$ cat src/sv/ira_pkg.sv
// package with shared types, constants and helper functions of the radix formatter
`default_nettype none
package ira_pkg;

  localparam int unsigned RADIX_W   = 6;
  localparam int unsigned CHAR_W    = 7;

  localparam logic [CHAR_W-1:0]  CHAR_ZERO   = 7'd48;
  localparam logic [CHAR_W-1:0]  CHAR_NINE   = 7'd57;
  localparam logic [CHAR_W-1:0]  LETTER_BASE = 7'd64;
  localparam logic [CHAR_W-1:0]  CHAR_MINUS  = 7'd45;
  localparam logic [RADIX_W-1:0] RADIX_MIN   = 6'd2;
  localparam logic [RADIX_W-1:0] RADIX_MAX   = 6'd36;
  localparam logic [RADIX_W-1:0] RADIX_RESET = 6'd10;

  typedef enum logic [2:0] {
    ST_IDLE,
    ST_DIV,
    ST_SIGN,
    ST_READ,
    ST_LOAD
  } ira_state_e;

  typedef struct packed {
    logic busy;
    logic done;
  } div_stat_t;

  function automatic logic [RADIX_W-1:0] sat_radix(input logic [RADIX_W-1:0] r);
    logic [RADIX_W-1:0] res;
    res = r;
    if (r < RADIX_MIN) res = RADIX_MIN;
    if (r > RADIX_MAX) res = RADIX_MAX;
    return res;
  endfunction

  function automatic logic [CHAR_W-1:0] digit_char(input logic [RADIX_W-1:0] d);
    logic [CHAR_W-1:0] c;
    c = {1'b0, d} + CHAR_ZERO;
    if (c > CHAR_NINE) c = c + (LETTER_BASE - CHAR_NINE);
    return c;
  endfunction

endpackage
`default_nettype wire

$ cat src/sv/ira_if.sv
// stream interfaces for value requests, character results and radix writes
`default_nettype none
interface ira_value_if #(
  parameter int unsigned WIDTH = 32
) ();
  logic                    valid;
  logic                    ready;
  logic signed [WIDTH-1:0] value;
  modport source (output valid, output value, input ready);
  modport sink   (input valid, input value, output ready);
endinterface

interface ira_char_if ();
  logic       valid;
  logic       ready;
  logic [6:0] char_code;
  logic       last;
  modport source (output valid, output char_code, output last, input ready);
  modport sink   (input valid, input char_code, input last, output ready);
endinterface

interface ira_cfg_if ();
  logic       valid;
  logic       ready;
  logic [5:0] data;
  modport source (output valid, output data, input ready);
  modport sink   (input valid, input data, output ready);
endinterface
`default_nettype wire

$ cat src/sv/ira_ram.sv
// generic single write port ram with registered read
`default_nettype none
module ira_ram #(
  parameter int unsigned WIDTH = 6,
  parameter int unsigned DEPTH = 32
) (
  input  wire logic                     clk_i,
  input  wire logic                     we_i,
  input  wire logic [$clog2(DEPTH)-1:0] waddr_i,
  input  wire logic [WIDTH-1:0]         wdata_i,
  input  wire logic                     re_i,
  input  wire logic [$clog2(DEPTH)-1:0] raddr_i,
  output logic      [WIDTH-1:0]         rdata_o
);

  logic [WIDTH-1:0] mem_q [DEPTH];
  logic [WIDTH-1:0] rdata_q;

  always_ff @(posedge clk_i) begin
    if (we_i) mem_q[waddr_i] <= wdata_i;
    if (re_i) rdata_q <= mem_q[raddr_i];
  end

  assign rdata_o = rdata_q;

endmodule
`default_nettype wire

$ cat src/sv/ira_div.sv
// bit-serial restoring divider by the radix, one quotient bit per cycle
`default_nettype none
module ira_div import ira_pkg::*; #(
  parameter int unsigned VALUE_WIDTH = 32
) (
  input  wire logic                   clk_i,
  input  wire logic                   rst_ni,
  input  wire logic                   start_i,
  input  wire logic [VALUE_WIDTH-1:0] dividend_i,
  input  wire logic [RADIX_W-1:0]     radix_i,
  output div_stat_t                   stat_o,
  output logic      [VALUE_WIDTH-1:0] quot_o,
  output logic      [RADIX_W-1:0]     rem_o
);

  localparam int unsigned BW = (VALUE_WIDTH > 1) ? $clog2(VALUE_WIDTH) : 1;

  logic                   busy_q, busy_d;
  logic                   done_q, done_d;
  logic [BW-1:0]          cnt_q, cnt_d;
  logic [VALUE_WIDTH-1:0] mag_q, mag_d;
  logic [RADIX_W-1:0]     rem_q, rem_d;
  logic [RADIX_W:0]       trial;
  logic [RADIX_W:0]       diff;
  logic                   ge;

  assign trial = {rem_q, mag_q[VALUE_WIDTH-1]};
  assign ge    = trial >= {1'b0, radix_i};
  assign diff  = trial - {1'b0, radix_i};

  always_comb begin
    busy_d = busy_q;
    done_d = 1'b0;
    cnt_d  = cnt_q;
    mag_d  = mag_q;
    rem_d  = rem_q;
    if (start_i) begin
      busy_d = 1'b1;
      cnt_d  = '0;
      mag_d  = dividend_i;
      rem_d  = '0;
    end else if (busy_q) begin
      mag_d = {mag_q[VALUE_WIDTH-2:0], ge};
      rem_d = ge ? diff[RADIX_W-1:0] : trial[RADIX_W-1:0];
      cnt_d = cnt_q + BW'(1);
      if (cnt_q == BW'(VALUE_WIDTH - 1)) begin
        busy_d = 1'b0;
        done_d = 1'b1;
      end
    end
  end

  always_ff @(posedge clk_i or negedge rst_ni) begin
    if (!rst_ni) begin
      busy_q <= 1'b0;
      done_q <= 1'b0;
      cnt_q  <= '0;
    end else begin
      busy_q <= busy_d;
      done_q <= done_d;
      cnt_q  <= cnt_d;
    end
  end

  always_ff @(posedge clk_i) begin
    mag_q <= mag_d;
    rem_q <= rem_d;
  end

  assign stat_o.busy = busy_q;
  assign stat_o.done = done_q;
  assign quot_o      = mag_q;
  assign rem_o       = rem_q;

endmodule
`default_nettype wire

$ cat src/sv/integer_to_radix_ascii_top.sv
// top level of the signed integer to radix ascii text formatter
// Usage:
//   value_i takes one signed integer request; the block works on one
//   request at a time and raises ready only when idle.
//   char_o gives the text one character per result: a leading '-' for a
//   negative value, then the digits most significant first, with last set
//   on the final character.
//   cfg_i writes the radix (2..36, values outside are saturated); it is
//   always ready and must only be written while the block is idle.
// Sequence:
//   for each digit the bit-serial divider shifts through the whole value,
//   then the remainder is stored in the digit store and the divider
//   restarts on the quotient.
//   The sign state follows, then each digit is read from the digit store
//   and loaded into the output register once that register is free.
// Reset: the radix returns to 10, the block goes idle, no result is valid.
// Stall: the output register holds its character until it is taken; the
//   next request can be accepted while the final character still waits.
`default_nettype none
module integer_to_radix_ascii_top import ira_pkg::*; #(
  parameter int unsigned VALUE_WIDTH = 32,
  parameter int unsigned DIGIT_DEPTH = 32
) (
  input  wire logic   clk_i,
  input  wire logic   rst_ni,
  ira_value_if.sink   value_i,
  ira_char_if.source  char_o,
  ira_cfg_if.sink     cfg_i
);

  localparam int unsigned AW = $clog2(DIGIT_DEPTH);
  localparam int unsigned CW = $clog2(DIGIT_DEPTH + 1);

  ira_state_e             state_q, state_d;
  logic [RADIX_W-1:0]     radix_q, radix_d;
  logic [RADIX_W-1:0]     rsat_q, rsat_d;
  logic                   neg_q, neg_d;
  logic [CW-1:0]          count_q, count_d;
  logic                   out_valid_q, out_valid_d;
  logic [CHAR_W-1:0]      out_char_q, out_char_d;
  logic                   out_last_q, out_last_d;

  logic                   in_acc;
  logic                   out_free;
  logic [VALUE_WIDTH-1:0] vbits;
  logic [VALUE_WIDTH-1:0] abs_val;
  logic [CW-1:0]          cnt_p1;
  logic [CW-1:0]          cnt_m1;

  logic                   div_start;
  logic [VALUE_WIDTH-1:0] div_dividend;
  div_stat_t              div_stat;
  logic [VALUE_WIDTH-1:0] div_quot;
  logic [RADIX_W-1:0]     div_rem;

  logic                   ram_we;
  logic                   ram_re;
  logic [RADIX_W-1:0]     ram_rdata;

  assign vbits    = value_i.value;
  assign abs_val  = vbits[VALUE_WIDTH-1] ? (~vbits + VALUE_WIDTH'(1)) : vbits;
  assign in_acc   = value_i.valid && value_i.ready;
  assign out_free = !out_valid_q || char_o.ready;
  assign cnt_p1   = count_q + CW'(1);
  assign cnt_m1   = count_q - CW'(1);

  assign value_i.ready = (state_q == ST_IDLE);
  assign cfg_i.ready   = 1'b1;

  assign char_o.valid     = out_valid_q;
  assign char_o.char_code = out_char_q;
  assign char_o.last      = out_last_q;

  always_comb begin
    state_d      = state_q;
    radix_d      = radix_q;
    rsat_d       = rsat_q;
    neg_d        = neg_q;
    count_d      = count_q;
    out_valid_d  = out_valid_q && !char_o.ready;
    out_char_d   = out_char_q;
    out_last_d   = out_last_q;
    div_start    = 1'b0;
    div_dividend = div_quot;
    ram_we       = 1'b0;
    ram_re       = 1'b0;
    if (cfg_i.valid) radix_d = cfg_i.data;
    case (state_q)
      ST_IDLE: begin
        if (in_acc) begin
          state_d      = ST_DIV;
          neg_d        = vbits[VALUE_WIDTH-1];
          rsat_d       = sat_radix(radix_q);
          count_d      = '0;
          div_start    = 1'b1;
          div_dividend = abs_val;
        end
      end
      ST_DIV: begin
        if (div_stat.done) begin
          ram_we  = 1'b1;
          count_d = cnt_p1;
          if ((div_quot == '0) || (cnt_p1 == CW'(DIGIT_DEPTH))) begin
            state_d = ST_SIGN;
          end else begin
            div_start = 1'b1;
          end
        end
      end
      ST_SIGN: begin
        if (!neg_q) begin
          state_d = ST_READ;
        end else if (out_free) begin
          out_valid_d = 1'b1;
          out_char_d  = CHAR_MINUS;
          out_last_d  = 1'b0;
          state_d     = ST_READ;
        end
      end
      ST_READ: begin
        ram_re  = 1'b1;
        state_d = ST_LOAD;
      end
      ST_LOAD: begin
        if (out_free) begin
          out_valid_d = 1'b1;
          out_char_d  = digit_char(ram_rdata);
          out_last_d  = (count_q == CW'(1));
          count_d     = cnt_m1;
          state_d     = (count_q == CW'(1)) ? ST_IDLE : ST_READ;
        end
      end
      default: begin
        state_d = ST_IDLE;
      end
    endcase
  end

  always_ff @(posedge clk_i or negedge rst_ni) begin
    if (!rst_ni) begin
      state_q     <= ST_IDLE;
      radix_q     <= RADIX_RESET;
      count_q     <= '0;
      out_valid_q <= 1'b0;
    end else begin
      state_q     <= state_d;
      radix_q     <= radix_d;
      count_q     <= count_d;
      out_valid_q <= out_valid_d;
    end
  end

  always_ff @(posedge clk_i) begin
    rsat_q     <= rsat_d;
    neg_q      <= neg_d;
    out_char_q <= out_char_d;
    out_last_q <= out_last_d;
  end

  ira_div #(
    .VALUE_WIDTH (VALUE_WIDTH)
  ) u_div (
    .clk_i      (clk_i),
    .rst_ni     (rst_ni),
    .start_i    (div_start),
    .dividend_i (div_dividend),
    .radix_i    (rsat_q),
    .stat_o     (div_stat),
    .quot_o     (div_quot),
    .rem_o      (div_rem)
  );

  ira_ram #(
    .WIDTH (RADIX_W),
    .DEPTH (DIGIT_DEPTH)
  ) u_digit_store (
    .clk_i   (clk_i),
    .we_i    (ram_we),
    .waddr_i (count_q[AW-1:0]),
    .wdata_i (div_rem),
    .re_i    (ram_re),
    .raddr_i (cnt_m1[AW-1:0]),
    .rdata_o (ram_rdata)
  );

  a_accept_starts_div : assert property (@(posedge clk_i) disable iff (!rst_ni)
    in_acc |=> (state_q == ST_DIV))
    else $error("request accepted without entering division");

  a_done_in_div : assert property (@(posedge clk_i) disable iff (!rst_ni)
    (div_stat.busy || div_stat.done) |-> (state_q == ST_DIV))
    else $error("divider active outside division phase");

  a_count_bound : assert property (@(posedge clk_i) disable iff (!rst_ni)
    count_q <= CW'(DIGIT_DEPTH))
    else $error("digit count beyond store depth");

  a_read_nonempty : assert property (@(posedge clk_i) disable iff (!rst_ni)
    ((state_q == ST_READ) || (state_q == ST_LOAD)) |-> (count_q != '0))
    else $error("digit read with empty store");

  a_last_to_idle : assert property (@(posedge clk_i) disable iff (!rst_ni)
    ((state_q == ST_LOAD) && out_free && (count_q == CW'(1)))
      |=> ((state_q == ST_IDLE) && out_last_q && out_valid_q))
    else $error("final character not flagged or block not idle");

endmodule
`default_nettype wire
$ cat src/flat_wrapper.sv
// flat-port wrapper written by rule: the top's interface ports become plain ports
module integer_to_radix_ascii_top_flat import ira_pkg::*;
#(
  parameter int unsigned VALUE_WIDTH = 32,
  parameter int unsigned DIGIT_DEPTH = 32
)
  (clk_i, rst_ni, value_i_valid, value_i_value, value_i_ready, char_o_valid, char_o_char_code, char_o_last, char_o_ready, cfg_i_valid, cfg_i_data, cfg_i_ready);
  ira_value_if value_i_i ();
  ira_char_if char_o_i ();
  ira_cfg_if cfg_i_i ();
  input  wire logic clk_i;
  input  wire logic rst_ni;
  input wire logic [$bits(value_i_i.valid)-1:0] value_i_valid;
  input wire logic [$bits(value_i_i.value)-1:0] value_i_value;
  output wire logic [$bits(value_i_i.ready)-1:0] value_i_ready;
  output wire logic [$bits(char_o_i.valid)-1:0] char_o_valid;
  output wire logic [$bits(char_o_i.char_code)-1:0] char_o_char_code;
  output wire logic [$bits(char_o_i.last)-1:0] char_o_last;
  input wire logic [$bits(char_o_i.ready)-1:0] char_o_ready;
  input wire logic [$bits(cfg_i_i.valid)-1:0] cfg_i_valid;
  input wire logic [$bits(cfg_i_i.data)-1:0] cfg_i_data;
  output wire logic [$bits(cfg_i_i.ready)-1:0] cfg_i_ready;
  assign value_i_i.valid = value_i_valid;
  assign value_i_i.value = value_i_value;
  assign value_i_ready = value_i_i.ready;
  assign char_o_valid = char_o_i.valid;
  assign char_o_char_code = char_o_i.char_code;
  assign char_o_last = char_o_i.last;
  assign char_o_i.ready = char_o_ready;
  assign cfg_i_i.valid = cfg_i_valid;
  assign cfg_i_i.data = cfg_i_data;
  assign cfg_i_ready = cfg_i_i.ready;
  integer_to_radix_ascii_top #(.VALUE_WIDTH(VALUE_WIDTH), .DIGIT_DEPTH(DIGIT_DEPTH)) u_core (.clk_i(clk_i), .rst_ni(rst_ni), .value_i(value_i_i), .char_o(char_o_i), .cfg_i(cfg_i_i));
endmodule
$ cat config.mk
export PLATFORM = sky130hd
export DESIGN_NAME = integer_to_radix_ascii_top_flat
export DESIGN_NICKNAME = d
export VERILOG_FILES = /design/src/sv/ira_pkg.sv /design/src/sv/ira_if.sv /design/src/sv/ira_ram.sv /design/src/sv/ira_div.sv /design/src/sv/integer_to_radix_ascii_top.sv /design/src/flat_wrapper.sv
export SDC_FILE = /design/constraint.sdc
export NUM_CORES = 1
export LEC_CHECK = 0
export BUFFER_PORTS_ARGS = -buffer_cell sky130_fd_sc_hd__buf_2
export CORE_ASPECT_RATIO = 1.1
export CORE_UTILIZATION = 40
export DETAILED_ROUTE_END_ITERATION = 12
export GPL_TIMING_DRIVEN = 1
export MAX_ROUTING_LAYER = met4
export PLACE_DENSITY = 0.6
export SYNTH_ARGS = -nofsm -noshare
export SYNTH_HDL_FRONTEND = slang
export SYNTH_SLANG_ARGS = --single-unit
$ cat constraint.sdc
create_clock -name clk_i -period 3.1 [get_ports clk_i]
set_clock_uncertainty 0.05 [all_clocks]
set_input_delay 0.31 -clock clk_i [delete_from_list [all_inputs] [get_ports clk_i]]
set_output_delay 0.31 -clock clk_i [all_outputs]
set_load 0.05 [all_outputs]
== Word level (Yosys, flattened, before mapping) ==
Memory sizes are Yosys's and may differ from the RTL's. A register that Yosys moved wholly into a read port is not among the register bits.
Cells that the tools add are included.
Widths: inputs -> output; s select.

* Register bits: 76
* Bits in writable memories: 192
* Input bits: 43
* Output and inout bits: 11
* Word-level logic and storage cells: 108
* Memories: 1

{| class="wikitable"
|+ Memories
! memory !! depth !! bits a word !! read ports !! clocked after memory_dff !! wr ports !! RTL line !! RTL
|-
| u_core.u_digit_store.mem_q || 32 || 6 || 1 || 1 || 1 || ira_ram.sv:16 || <nowiki>logic [WIDTH-1:0] mem_q [DEPTH];</nowiki>
|}

* Add/sub/neg operators: 7
* $lt $le $gt $ge: 4
* Eq/ne operators: 16
* Mux-type cells: 48
* Bitwise gates (word level): 1
* Reductions and logical operators: 17

{| class="wikitable"
|+ Operators with widths
! operator !! number
|-
| $mux 32 || 5
|-
| $add 32x1->32 const B || 1
|-
| $logic_not 32->1 || 1
|-
| $not 32->32 || 1
|-
| $mux 6 || 5
|-
| $mux 7 || 4
|-
| $mux 1 || 19
|-
| $mux 3 || 6
|-
| $pmux 6 s3 || 1
|-
| $pmux 3 s5 || 1
|-
| $pmux 7 s2 || 1
|-
| $ne 2x1->1 const B || 6
|-
| $mux 5 || 2
|-
| $reduce_and 4->1 || 2
|-
| $add 6x6->7 const B || 1
|-
| $add 7x3->7 const B || 1
|-
| $ge 7x6->1 || 1
|-
| $gt 7x6->1 const B || 1
|-
| $add 6x1->6 const B || 1
|-
| $eq 3x2->1 const B || 2
|-
| $eq 6x1->1 const B || 1
|-
| $eq 6x6->1 const B || 1
|-
| $gt 6x6->1 const B || 1
|-
| $lt 6x2->1 const B || 1
|-
| other kinds (20) || 27
|}

== Depth between registers and ports, before layout ==
* Depth in word-level cells: 8
* Mapped depth: 9
* Depth with buffers taken out: 8

== Cells and area by module ==
A second synthesis with hierarchy kept.

* Cell total of the unflattened synthesis: 851
* Area, all modules: 12726.0 sq um

{| class="wikitable"
|+ By module, submodules not included
! module !! times used !! cells each !! area each (sq um) !! seq. area each (sq um)
|-
| ira_ram || 1 || 323 || 7649.8 || 5945.7
|-
| integer_to_radix_ascii_top || 1 || 355 || 2820.2 || 853.3
|-
| ira_div || 1 || 173 || 2255.9 || 1256.2
|}

== Least setup slack after synthesis ==
OpenSTA, ideal clock, no wires.

* Path kind: register to register
* Start: register u_core.state_q[2]
* End: register u_core.u_div.mag_q[0], in the netlist u_core.u_div.quot_o[0] (enable)
* Setup time: 0.432 ns
* Arrival: 3.682 ns
* Data required time: 2.618 ns
* Slack: -1.064 ns
* Stages on the path, launching flop included: 5
* Path buffers: 1
* Period minus slack after synthesis: 4.164 ns
* Path through: dfrtp_1 > clkbuf_1 > nor3_1 > nand2_1 > a21oi_1

* Word-level cells in the longest chain between the ends: 6

{| class="wikitable"
|+ RTL lines
! element !! RTL line !! RTL
|-
| start, declared || integer_to_radix_ascii_top.sv:34 || <nowiki>ira_state_e state_q, state_d;</nowiki>
|-
| start signal, assigned || integer_to_radix_ascii_top.sv:146 || <nowiki>state_q <= state_d;</nowiki>
|-
| $logic_not 3->1 * || integer_to_radix_ascii_top.sv:67 || <nowiki>assign value_i.ready = (state_q == ST_IDLE);</nowiki>
|-
| net value_i_ready || flat_wrapper.sv:15 || <nowiki>output wire logic [$bits(value_i_i.ready)-1:0] value_i_ready;</nowiki>
|-
| $logic_and 1x1->1 || integer_to_radix_ascii_top.sv:62 || <nowiki>assign in_acc = value_i.valid && value_i.ready;</nowiki>
|-
| $mux 1 || integer_to_radix_ascii_top.sv:90 || <nowiki>if (in_acc) begin</nowiki>
|-
| $pmux 1 s2 || integer_to_radix_ascii_top.sv:88 || <nowiki>case (state_q)</nowiki>
|-
| $ne 2x1->1 (no line) or $reduce_bool 2->1 (tied branches) || - ||
|-
| $reduce_and 3->1 (no line) * || - ||
|-
| end signal, assigned || ira_div.sv:66 || <nowiki>mag_q <= mag_d;</nowiki>
|-
| end, declared || ira_div.sv:21 || <nowiki>logic [VALUE_WIDTH-1:0] mag_q, mag_d;</nowiki>
|}

Mark *: on every way through the listed nets, which the timed path passes. The rest lies on a longest branch.
A chain may end at the register's enable or synchronous reset.

== Worst setup path after layout ==
* Start: register u_core.count_q[0]
* End: register u_core.u_digit_store.rdata_q[5], in the netlist u_core.u_digit_store.rdata_o[5], read port of u_core.u_digit_store.mem_q (data pin)

* Word-level cells in the longest chain between the ends: 1

{| class="wikitable"
|+ RTL lines
! element !! RTL line !! RTL
|-
| start, declared || integer_to_radix_ascii_top.sv:38 || <nowiki>logic [CW-1:0] count_q, count_d;</nowiki>
|-
| start signal, assigned || integer_to_radix_ascii_top.sv:148 || <nowiki>count_q <= count_d;</nowiki>
|-
| $sub 6x1->6 || integer_to_radix_ascii_top.sv:65 || <nowiki>assign cnt_m1 = count_q - CW'(1);</nowiki>
|-
| end, declared || ira_ram.sv:17 || <nowiki>logic [WIDTH-1:0] rdata_q;</nowiki>
|}

No other way between the ends.

==> metrics.yaml <==
clk_pin_slew_ns: 0.06
synth_edf_count: 245
power.density_mw_per_mm2: 902.4
io_buffers: 52
rr_startpoint: "u_core.count_q[0]"
critPathRequiredTime_ns: 3.34
reg2reg_slack_ns: 0.27
synth-seq-cells: 274
mostFrequentLayoutCells: "245 x edfxtp_1, 60 x mux4_2, 55 x nor2_1"
critical_path_class: "reg -> reg"
viasPerCell: 5.377
syn_inst: 772
cts_buffers: 28
die_h_um: 186.6
holdWs_ns: 0.05780
grt_pass1_vias: 7223
layout_commonest_cell: "edfxtp_1"
r2r-end: "u_core.u_digit_store.rdata_o[5]"
dp_hpwl_um: 17270
setup_viol: 0
multiInputGateArea_sq_mm: 0.004144
postRouteAntennaNets: 0
maxSlewViolCount: 0
cap_viol_max_count: 0
crit_path_end_kind: "flop"
drc: 0
num_vias: 7022
synthesis.nets: 834
p_leak_nw: 4.890
row_count: 67
worst_pin_slew_ns: 0.9686
routed_wl_um: 25940
fin_setup_tns_ns: 0
die_x_um: 169.9
synth.yosys.seq_area_share_pct: 64.97
r2r_cells: 6
fillers: 2679
synth_ff_type: "edfxtp_1"
routedWlPerCell_um: 19.86
dieArea_sq_mm: 0.03170
cts_buffer_depth: 3
clock_latency_ns: 0.54
grt_remaining_overflow: 0
n_antenna_cell: 0
synth-simple-area-share_pct: 7.730
min_period_over_period_pct: 91.40
syn2layout_area_growth_pct: 16.54
switching_share_pct: 30.50
grt_pass1_wl_um: 41170
gp_congestion: 0.7972
synth_cell_types: 73
synth_compound_area_share_pct: 5.662
p_int_mw: 9.061
drive_gt1_share_pct: 29.60
synth.avg_cell_area_sq_um: 16.06
status: "completed"
min_from: "char_o_ready"
hold_viol: 0
p_sw_mw: 3.977
grt.total_usage_pct: 17.35
seqPwrFrac_pct: 40.0
min_delay_path_depth: 3
crit_arrival_ns: 3.07
crit_fanout: 12
register_area_sq_mm: 0.008059
synthMuxAreaShare_pct: 14.99
start_kind: "flop"
p_comb_share_pct: 33.7
grt_setup_unrepaired: "no"
root_buffer: "clkbuf_16"
synthAdderAreaFrac_pct: 2.059
synth-async-reset-ratio_pct: 8.394
clkPwrFrac_pct: 26.2
start_util_pct: 40.63
post_cts_resized: 0
core_area_sq_mm: 0.03051
grt_max_degree: 56
synth_top_family_by_area: "multiplexers"
ir_drop_v: 0.0004786
drt_iter0_drc: 447
htreeDepth: 1
io_pins: 54
antenna_found_initial: 0
first_pass_iters: 4
yosys_warnings: 0
min_to: "u_core.state_q[2]"
max_slew_margin_pct: 35.11
cts_sinks: 274
hp-class: "in -> reg"
clock.fmax_mhz: 352.9
synthXorXnorAreaFrac_pct: 2.684
final_nets: 933
layout_min_cycle_time_ns: 2.833
cts_tree: "yes"
netlist_area_sq_mm: 0.01240
cell families after synthesis:
kind of cell,count (synthesis)
adder cells (fa/ha/maj),20
XOR/XNOR,38
AO/OA/AOI/OAI,98
AND/OR/NAND/NOR,181
flip-flops,274
other,1
multiplexers,105
buffers and inverters,55
critical path, cell delays in order, from the launching register on:
cell,delay [ns]
dfrtp_4,0.43
inv_1,0.08
ha_1,0.25
xnor2_2,0.76
buf_4,0.25
mux4_2,0.50
mux2_2,0.27
flip-flops by register name (all words and copies together), names as in the netlist, 3 cells and up:
register,flops
u_core.char_o.char_code,7
u_core.count_q,6
u_core.radix_q,6
u_core.rsat_q,6
u_core.state_q,3
u_core.u_digit_store.mem_q,192
u_core.u_digit_store.rdata_o,6
u_core.u_div.cnt_q,5
u_core.u_div.quot_o,32
u_core.u_div.rem_o,6
stage by stage:
step / power [mW] / instance area [sq um] / setup WS, ns / util [%] / std cells
floorplan: 8.355 / 12410 / 0.07842 / - / 772
finish: 13.04 / 14450 / 0.2666 / 47.35 / 1306
detailed placement: 9.769 / 13430 / 0.2370 / 44.02 / 1248
CTS: 13.21 / 14450 / 0.2124 / 47.35 / 1306
global placement: 9.690 / 13430 / 0.2876 / 44.02 / 1248
global route: 13.70 / 14450 / 0.07278 / 47.35 / 1306
synthesized netlist by cell type (all sizes together), types with 4 or more instances:
cell | count | area share (%)
edfxtp | 245 | 59
mux4 | 60 | 11
nor2 | 55 | 1.7
mux2 | 42 | 3.8
nand2 | 39 | 1.2
xnor2 | 34 | 2.4
o21ai | 28 | 1.2
clkbuf | 22 | 0.67
dfrtp | 21 | 4.2
inv | 20 | 0.61
ha | 18 | 1.8
nor4 | 16 | 1.0
nor3 | 14 | 0.57
buf | 13 | 0.61
o31ai | 11 | 0.67
o41ai | 9 | 0.85
a21oi | 8 | 0.32
nand4 | 8 | 0.40
nand3 | 7 | 0.28
nand3b | 7 | 0.42
nor2b | 7 | 0.35
o21a | 7 | 0.42
dfxtp | 6 | 0.97
a31oi | 5 | 0.25
nand2b | 5 | 0.25
or3 | 5 | 0.30
a211o | 4 | 0.28
o22ai | 4 | 0.20
o31a | 4 | 0.28
xor2 | 4 | 0.28
worst max-delay path by stage:
stage                       from                              end  slack [ns]
2_1_floorplan  u_core.count_q[0]  u_core.u_digit_store.rdata_o[0]        0.08
3_3_place_gp   u_core.count_q[0]  u_core.u_digit_store.rdata_o[5]        0.29
6_report       u_core.count_q[0]  u_core.u_digit_store.rdata_o[5]        0.27
5_1_grt        u_core.count_q[0]  u_core.u_digit_store.rdata_o[5]        0.07
3_5_place_dp   u_core.count_q[0]  u_core.u_digit_store.rdata_o[5]        0.24
4_1_cts        u_core.count_q[0]  u_core.u_digit_store.rdata_o[5]        0.21
layer usage:
layer / GRT usage (%) / vias to the layer above / share of wire [%]
met5: - / - / 0
met3: 2.036 / 33 / 3.9
met2: 29.00 / 154 / 50
met1: 22.72 / 3573 / 44
li1: - / 3262 / -
met4: 3.742 / 0 / 1.5
what timing repair did:
item	CTS	global route
hold buffers	7	0
hold endpoints to repair	27	0
setup buffers	0	0
power groups by stage:
| stage | Clock, mW | Combinational [mW] | Sequential [mW] |
|---|---|---|---|
| finish | 3.42 | 4.40 | 5.22 |
| global route | 3.64 | 4.78 | 5.27 |
| CTS | 3.50 | 4.49 | 5.22 |
| detailed placement | 0 | 4.48 | 5.29 |
| global placement | 0 | 4.40 | 5.29 |
| floorplan | 0 | 2.99 | 5.36 |
area by class of cell:
class / count / share of cell area, %
clock buffer: 32 / 5.022
clock inverter: 19 / 1.533
inverter: 20 / 0.5196
multi-input combinational: 443 / 28.68
sequential: 274 / 55.78
tap: 414 / 3.585
timing repair buffer: 104 / 4.884
No activity file was read; power rests on OpenSTA's default activity.
